<file path="config.mk">
export PLATFORM = sky130hd
export DESIGN_NAME = ialu_div
export DESIGN_NICKNAME = d
export VERILOG_FILES = /design/src/rtl/core/ialu_pkg.sv /design/src/rtl/core/ialu_div.sv
export SDC_FILE = /design/constraint.sdc
export NUM_CORES = 2
export LEC_CHECK = 0
export BUFFER_PORTS_ARGS = -buffer_cell sky130_fd_sc_hd__buf_4
export CORE_MARGIN = 8
export CORE_UTILIZATION = 25
export DETAILED_ROUTE_END_ITERATION = 6
export PLACE_DENSITY = 0.48
export SLEW_MARGIN = 20
export SYNTH_ARGS = -nofsm -noshare
export SYNTH_HDL_FRONTEND = slang
export SYNTH_SLANG_ARGS = --single-unit
</file>
<file path="constraint.sdc">
create_clock -name i_clk -period 12 [get_ports i_clk]
set_input_delay 0.6 -clock i_clk [delete_from_list [all_inputs] [get_ports i_clk]]
set_output_delay 0.6 -clock i_clk [all_outputs]
set_load 0.03 [all_outputs]
</file>
<file path="src/rtl/core/ialu_pkg.sv">
// Package holding the operation codes, widths and helper functions of the 32-bit integer ALU.
package ialu_pkg;
    localparam int unsigned DATA_W   = 32;
    localparam int unsigned OP_W     = 5;
    localparam int unsigned SH_W     = 5;
    localparam int unsigned DIV_STEP = 4;

    typedef enum logic [OP_W-1:0] {
        OP_INC  = 5'd0,  OP_DEC  = 5'd1,  OP_ADD  = 5'd2,  OP_SUB  = 5'd3,
        OP_MUL  = 5'd4,  OP_DIV  = 5'd5,  OP_MOD  = 5'd6,  OP_MAX  = 5'd7,
        OP_MIN  = 5'd8,  OP_ABS  = 5'd9,  OP_SIGN = 5'd10, OP_AND  = 5'd11,
        OP_OR   = 5'd12, OP_NOT  = 5'd13, OP_NAND = 5'd14, OP_XOR  = 5'd15,
        OP_SLR  = 5'd16, OP_SAR  = 5'd17, OP_SLL  = 5'd18, OP_ROR  = 5'd19,
        OP_ROL  = 5'd20, OP_SET  = 5'd21, OP_CLR  = 5'd22, OP_TGL  = 5'd23,
        OP_TEST = 5'd24, OP_UMUL = 5'd25, OP_UDIV = 5'd26, OP_UMOD = 5'd27,
        OP_UMAX = 5'd28, OP_UMIN = 5'd29, OP_CMP  = 5'd30, OP_UCMP = 5'd31
    } t_op;

    typedef struct packed {
        logic [DATA_W-1:0] result;
        logic              write_result;
        logic              divide_fault;
        logic              is_div;
        logic              is_rem;
        logic              neg_q;
        logic              neg_r;
    } t_ctl;

    function automatic logic [DATA_W-1:0] cmp3(input logic lt, input logic eq);
        if (eq) begin
            return '0;
        end else if (lt) begin
            return '1;
        end
        return {{(DATA_W-1){1'b0}}, 1'b1};
    endfunction
endpackage

</file>
<file path="src/rtl/core/ialu_div.sv">
// Pipelined unsigned divider: DATA_W/STEP_BITS stages, each resolving STEP_BITS quotient bits.
module ialu_div
    import ialu_pkg::*;
#(
    parameter int unsigned STEP_BITS = DIV_STEP
) (
    input  logic              i_clk,
    input  logic              i_rst_n,
    input  logic              i_en,
    input  logic              i_valid,
    input  logic [DATA_W-1:0] i_dividend,
    input  logic [DATA_W-1:0] i_divisor,
    input  t_ctl              i_ctl,
    output logic              o_valid,
    output logic [DATA_W-1:0] o_quot,
    output logic [DATA_W-1:0] o_rem,
    output t_ctl              o_ctl
);
    localparam int unsigned NSTG = DATA_W / STEP_BITS;

    logic [DATA_W-1:0] r_q   [1:NSTG];
    logic [DATA_W-1:0] r_rm  [1:NSTG];
    logic [DATA_W-1:0] r_d   [1:NSTG];
    t_ctl              r_c   [1:NSTG];
    logic [NSTG:1]     r_v;

    for (genvar g = 0; g < NSTG; g++) begin : g_stage
        logic [DATA_W-1:0] c_q;
        logic [DATA_W-1:0] c_rm;
        logic [DATA_W-1:0] c_d;
        t_ctl              c_c;
        logic              c_v;
        logic [DATA_W-1:0] n_q;
        logic [DATA_W-1:0] n_rm;
        if (g == 0) begin : g_first
            assign c_q  = i_dividend;
            assign c_rm = '0;
            assign c_d  = i_divisor;
            assign c_c  = i_ctl;
            assign c_v  = i_valid;
        end else begin : g_next
            assign c_q  = r_q[g];
            assign c_rm = r_rm[g];
            assign c_d  = r_d[g];
            assign c_c  = r_c[g];
            assign c_v  = r_v[g];
        end
        always_comb begin
            logic [DATA_W:0] t;
            n_q  = c_q;
            n_rm = c_rm;
            for (int k = 0; k < STEP_BITS; k++) begin
                t = {n_rm, n_q[DATA_W-1]};
                n_q = {n_q[DATA_W-2:0], 1'b0};
                if (t >= {1'b0, c_d}) begin
                    t = t - {1'b0, c_d};
                    n_q[0] = 1'b1;
                end
                n_rm = t[DATA_W-1:0];
            end
        end
        always_ff @(posedge i_clk) begin
            if (!i_rst_n) begin
                r_v[g+1] <= 1'b0;
            end else if (i_en) begin
                r_v[g+1] <= c_v;
            end
        end
        always_ff @(posedge i_clk) begin
            if (i_en) begin
                r_q[g+1]  <= n_q;
                r_rm[g+1] <= n_rm;
                r_d[g+1]  <= c_d;
                r_c[g+1]  <= c_c;
            end
        end
    end

    assign o_valid = r_v[NSTG];
    assign o_quot  = r_q[NSTG];
    assign o_rem   = r_rm[NSTG];
    assign o_ctl   = r_c[NSTG];

    a_div_valid: assert property (@(posedge i_clk) disable iff (!i_rst_n)
        i_en |=> r_v[1] == $past(i_valid)) else $error("divider valid lost");
    a_div_hold: assert property (@(posedge i_clk) disable iff (!i_rst_n)
        !i_en |=> $stable(r_v)) else $error("divider moved while stalled");
    a_div_rem: assert property (@(posedge i_clk) disable iff (!i_rst_n)
        o_valid && o_ctl.is_div && o_ctl.write_result && !o_ctl.divide_fault
        |-> o_rem < r_d[NSTG]) else $error("remainder not below divisor");
endmodule

</file>
# Yosys cells after proc, flatten, opt, wreduce, memory -nomap -nowiden
# Memory sizes are Yosys's and may differ from the RTL's.
# Index checks and enable logic that the tools add are counted.
[classes] n_addsub=32 mul=0 div=0 order_cmp=32 eq_ne=0 shift=0 muxes=66 bitwise_logic=0 reduce_logical=0
[ops] operator="two-way mux 32 bit" n=32
[ops] operator="greater-or-equal comparator 33 x 32 -> 1 bit" n=31
[ops] operator="subtractor 32 bit" n=31
[ops] operator="two-way mux 1 bit" n=34
[ops] operator="greater-or-equal comparator 1 x 32 -> 1 bit" n=1
[ops] operator="subtractor 1 x 32 -> 32 bit" n=1
[totals] reg_bits=8 latchBits=0 mem_bits_rw=1072 mem_bits_ro=0 output_inout_bits=103 elab_cells=142 n_memories=4
[mem_list] name="r_c" words=8 width=38 rd=8 rd_ports_with_merged_regs=0 write_ports=8 line="ialu_div.sv:24" rtl="t_ctl r_c [1:NSTG];"
[mem_list] name="r_d" words=8 width=32 rd=7 rd_ports_with_merged_regs=0 write_ports=8 line="ialu_div.sv:23" rtl="logic [DATA_W-1:0] r_d [1:NSTG];"
[mem_list] name="r_q" words=8 width=32 rd=8 rd_ports_with_merged_regs=0 write_ports=8 line="ialu_div.sv:21" rtl="logic [DATA_W-1:0] r_q [1:NSTG];"
[mem_list] name="r_rm" words=8 width=32 rd=8 rd_ports_with_merged_regs=0 write_ports=8 line="ialu_div.sv:22" rtl="logic [DATA_W-1:0] r_rm [1:NSTG];"

# Logic depth before layout (Yosys ltp)
# An unclocked memory read counts as a cell.
[depth] depth_word=9 mapped_depth=62 mapped_depth_nobuf=56

# Worst setup path before layout
# OpenSTA, ideal clock, no wires.
[synth_path] path_kind="register to register" from="reg r_d[0][97] (netlist name)" to="reg r_rm[0][151] (netlist name)" setup_ps=262 t_arrival_ps=12483 slack_ps=-745 path_stages_with_launch=55 synth_period_minus_slack_ps=12745 cell_sequence="edfxtp_1 > inv_1 > ha_1 > nor2b_1 > o31a_1 > o41ai_1 > a211oi_1 > o21ai_1 > a21boi_0 > a21o_1 > buf_2 > buf_2 > mux2_2 > ha_1 > o211ai_1 > nand2_1 > and3_1 > a221o_1 > [19 not listed] > clkbuf_1 > mux2_2 > ha_1 > a21o_1 > a21o_1 > a211oi_1 > o31a_1 > a311oi_1 > o41ai_1 > nor2b_1 > a221o_1 > a211oi_1 > o21ai_0 > nand2_1 > and4b_1 > buf_2 > buf_2 > mux2_1"

==> results.ini <==
[drt]
drc_errors=0
routedWlPerCell_um=18.17
drt-initial-drc-count=4354
firstDrtPassIters=6
vias_per_cell=4.680
ant_nets=0
finalWirelength_mm=324.9
vias=83710

[placement]
postPlaceCellArea_mm2=0.1210
gp_congestion=0.9198
dp_slack_ps=-1260
place_inst=17390
io_buffers=208
dpl.hpwl_mm=266.6

[critical_path]
crit_path_top_delay_cell=or4b_4
crit_path_end_kind=flop
critPathArrivalTime_ps=12240
cpPeakStageDelay_ps=570
critical-path-top-delay-family=compound AO/OA/AOI/OAI gates
crit_type=flop to flop
worstPathRequired_ps=12560
critical_path.max_fanout=8
path_depth=58
reg2regPathDepth=58
critPathBufInv=11
crit_path_start_kind=flop

[synthesis]
synth_nets=10690
ys_async_sr_fraction=0
avgSynthCellArea_um2=9.528
synth_cells=9559
synthesis.area_mm2=0.09108
yosysWarnings=0
yosys.cell_count.top_type=edfxtp_1
synth_top_area_frac=0.3429
ys_top_cells_by_count=1040 x edfxtp_1, 994 x ha_1, 879 x a21oi_1
synth_edf_count=1040
synth_largest_area_cell=edfxtp_1
synth_seq_cells=1048
yosysUniqueCellTypes=102
yosys-top-cells-area=edfxtp_1 34%, ha_1 14%, xnor2_1 5.4%
synth_ff_type=edfxtp_1
ys_seq_area_frac=0.3446

[die]
ios=209
core_area_mm2=0.3625
rows=221
fp.dieW_um=619.6
die_h_um=619.6
die_area_mm2=0.3839
initial_utilization=0.2512

[finish]
area_delta_synth_final_pct=43.39
instances_no_fill=17890
drive_gt1_frac=0.3388
finalNetCount=14120
stdcell_area_mm2=0.1306
fill_cells=36990

[sta]
worst_slack_ps=315.7
finClkSkew_ps=72.25
period_share=0.9737
finalHoldViolCount=0
fmax_ghz=0.08558
setup_viol=0
relSlewSlack=0.2931
fin_crit_ps=11680
rsz0062_at_grt=true
slew_violations=0
hold_ws_ps=233.0
worstMarginPinSlew_ps=1060

[grt]
first_global_vias=83200
grt_pass1_wl_mm=486.4
antenna_found_initial=15
overflow=0
grtUsageTotal=0.1612
grt_max_degree=161

[cts]
cts.path.max_buffers=4
cts_buffers=139
cts_sinks=1048
clkLatencyLatePin_ps=870
htreeDepth=4
clockRootBuffer=clkbuf_16
clkTransAtPathRegs_ps=60
cts_tree=done

[outcome]
outcome=complete, no violations

[job]
drv_cap=0

[worst_hold_path]
holdPathStages=3
hold_path.class=input port to flop

## routing by layer
metal / wire length, um / part of all wire / vias up / GRT usage
met1: 145000 / 0.45 / 39200 / 0.2049
met5: 0 / 0 / - / 0
met4: 13790 / 0.042 / 0 / 0.06172
li1: - / - / 42600 / -
met3: 11700 / 0.036 / 446 / 0.01716
met2: 154400 / 0.48 / 1470 / 0.2801
## metrics by stage
| stage | util | TNS [ps] |
|---|---|---|
| finish | 0.3603 | 0 |
| global route | 0.3602 | -11710 |
| CTS | 0.3523 | 0 |
| detailed placement | 0.3339 | -120390 |
| global placement | 0.3339 | -122250 |
| floorplan | - | 0 |
## layout make-up
cell class | instances | area, um^2 | share of cell area
clock buffers | 166 | 3664 | 0.02805
repair inverters | 1 | 7.507 | 0.00005748
clock inverters | 75 | 862.1 | 0.006601
multi-input cells | 7720 | 59090 | 0.4525
inverters | 595 | 2238 | 0.01714
well taps | 4794 | 5998 | 0.04593
flip-flops and latches | 1048 | 31390 | 0.2404
diodes | 3 | 7.507 | 0.00005748
repair buffers | 3484 | 27330 | 0.2093
## worst reg2reg max path, delay by kind of cell, from the launching register on
kind / cells / cell delay (ps)
AOI/OAI and AO/OA: 26 / 4430
adders and majority gates: 4 / 1120
buffers and inverters: 11 / 1560
DFF: 1 / 390
muxes: 3 / 870
and+or+nand+nor: 14 / 3040
## cell families after synthesis
group,share of synthesized area
compound gates,0.2003
simple gates,0.1269
fa+ha+maj,0.1434
buf+inv,0.03346
xor+xnor,0.07914
flops,0.3446
mux,0.07215
## state kept, by name (all words and copies together) (netlist names)
| signal | count |
|---|---|
| g_stage.c_v | 7 |
| o_valid | 1 |
| r_c | 304 |
| r_d | 224 |
| r_q | 256 |
| r_rm | 256 |
## timing repair
action	CTS	global route
buffers inserted	61	80
cloned	7	11
hold buffers	101	0
hold endpoints to repair	106	0
setup endpoints to repair	196	233
resized for setup	134	484
pin swaps	70	182
## placed cells by master (no fill, tap or decap), drive strengths merged, types with 155 or more instances in the layout
| cell | netlist | layout |
|---|---|---|
| nor3 | 155 | 155 |
| xor2 | 263 | 263 |
| nand3 | 184 | 184 |
| mux2 | 514 | 514 |
| a21o | 449 | 449 |
| a21oi | 881 | 881 |
| ha | 994 | 994 |
| o21ai | 594 | 594 |
| clkbuf | 128 | 176 |
| inv | 595 | 605 |
| nor2 | 694 | 694 |
| edfxtp | 1040 | 1040 |
| xnor2 | 560 | 560 |
| buf | 69 | 3373 |
| nand2 | 631 | 631 |
## worst paths after layout
check                               startpoint           end  slack [ps]
worst max-delay path               r_d[0][170]  r_rm[0][196]         320
worst min-delay path            i_dividend[28]   r_rm[0][32]         230
worst max register to register     r_d[0][170]  r_rm[0][196]         320
worst min register to register     r_c[0][276]   r_c[0][314]         380
Power is not shown: default switching activity piles up to over one toggle a cycle in this logic, so the estimate is an artifact.
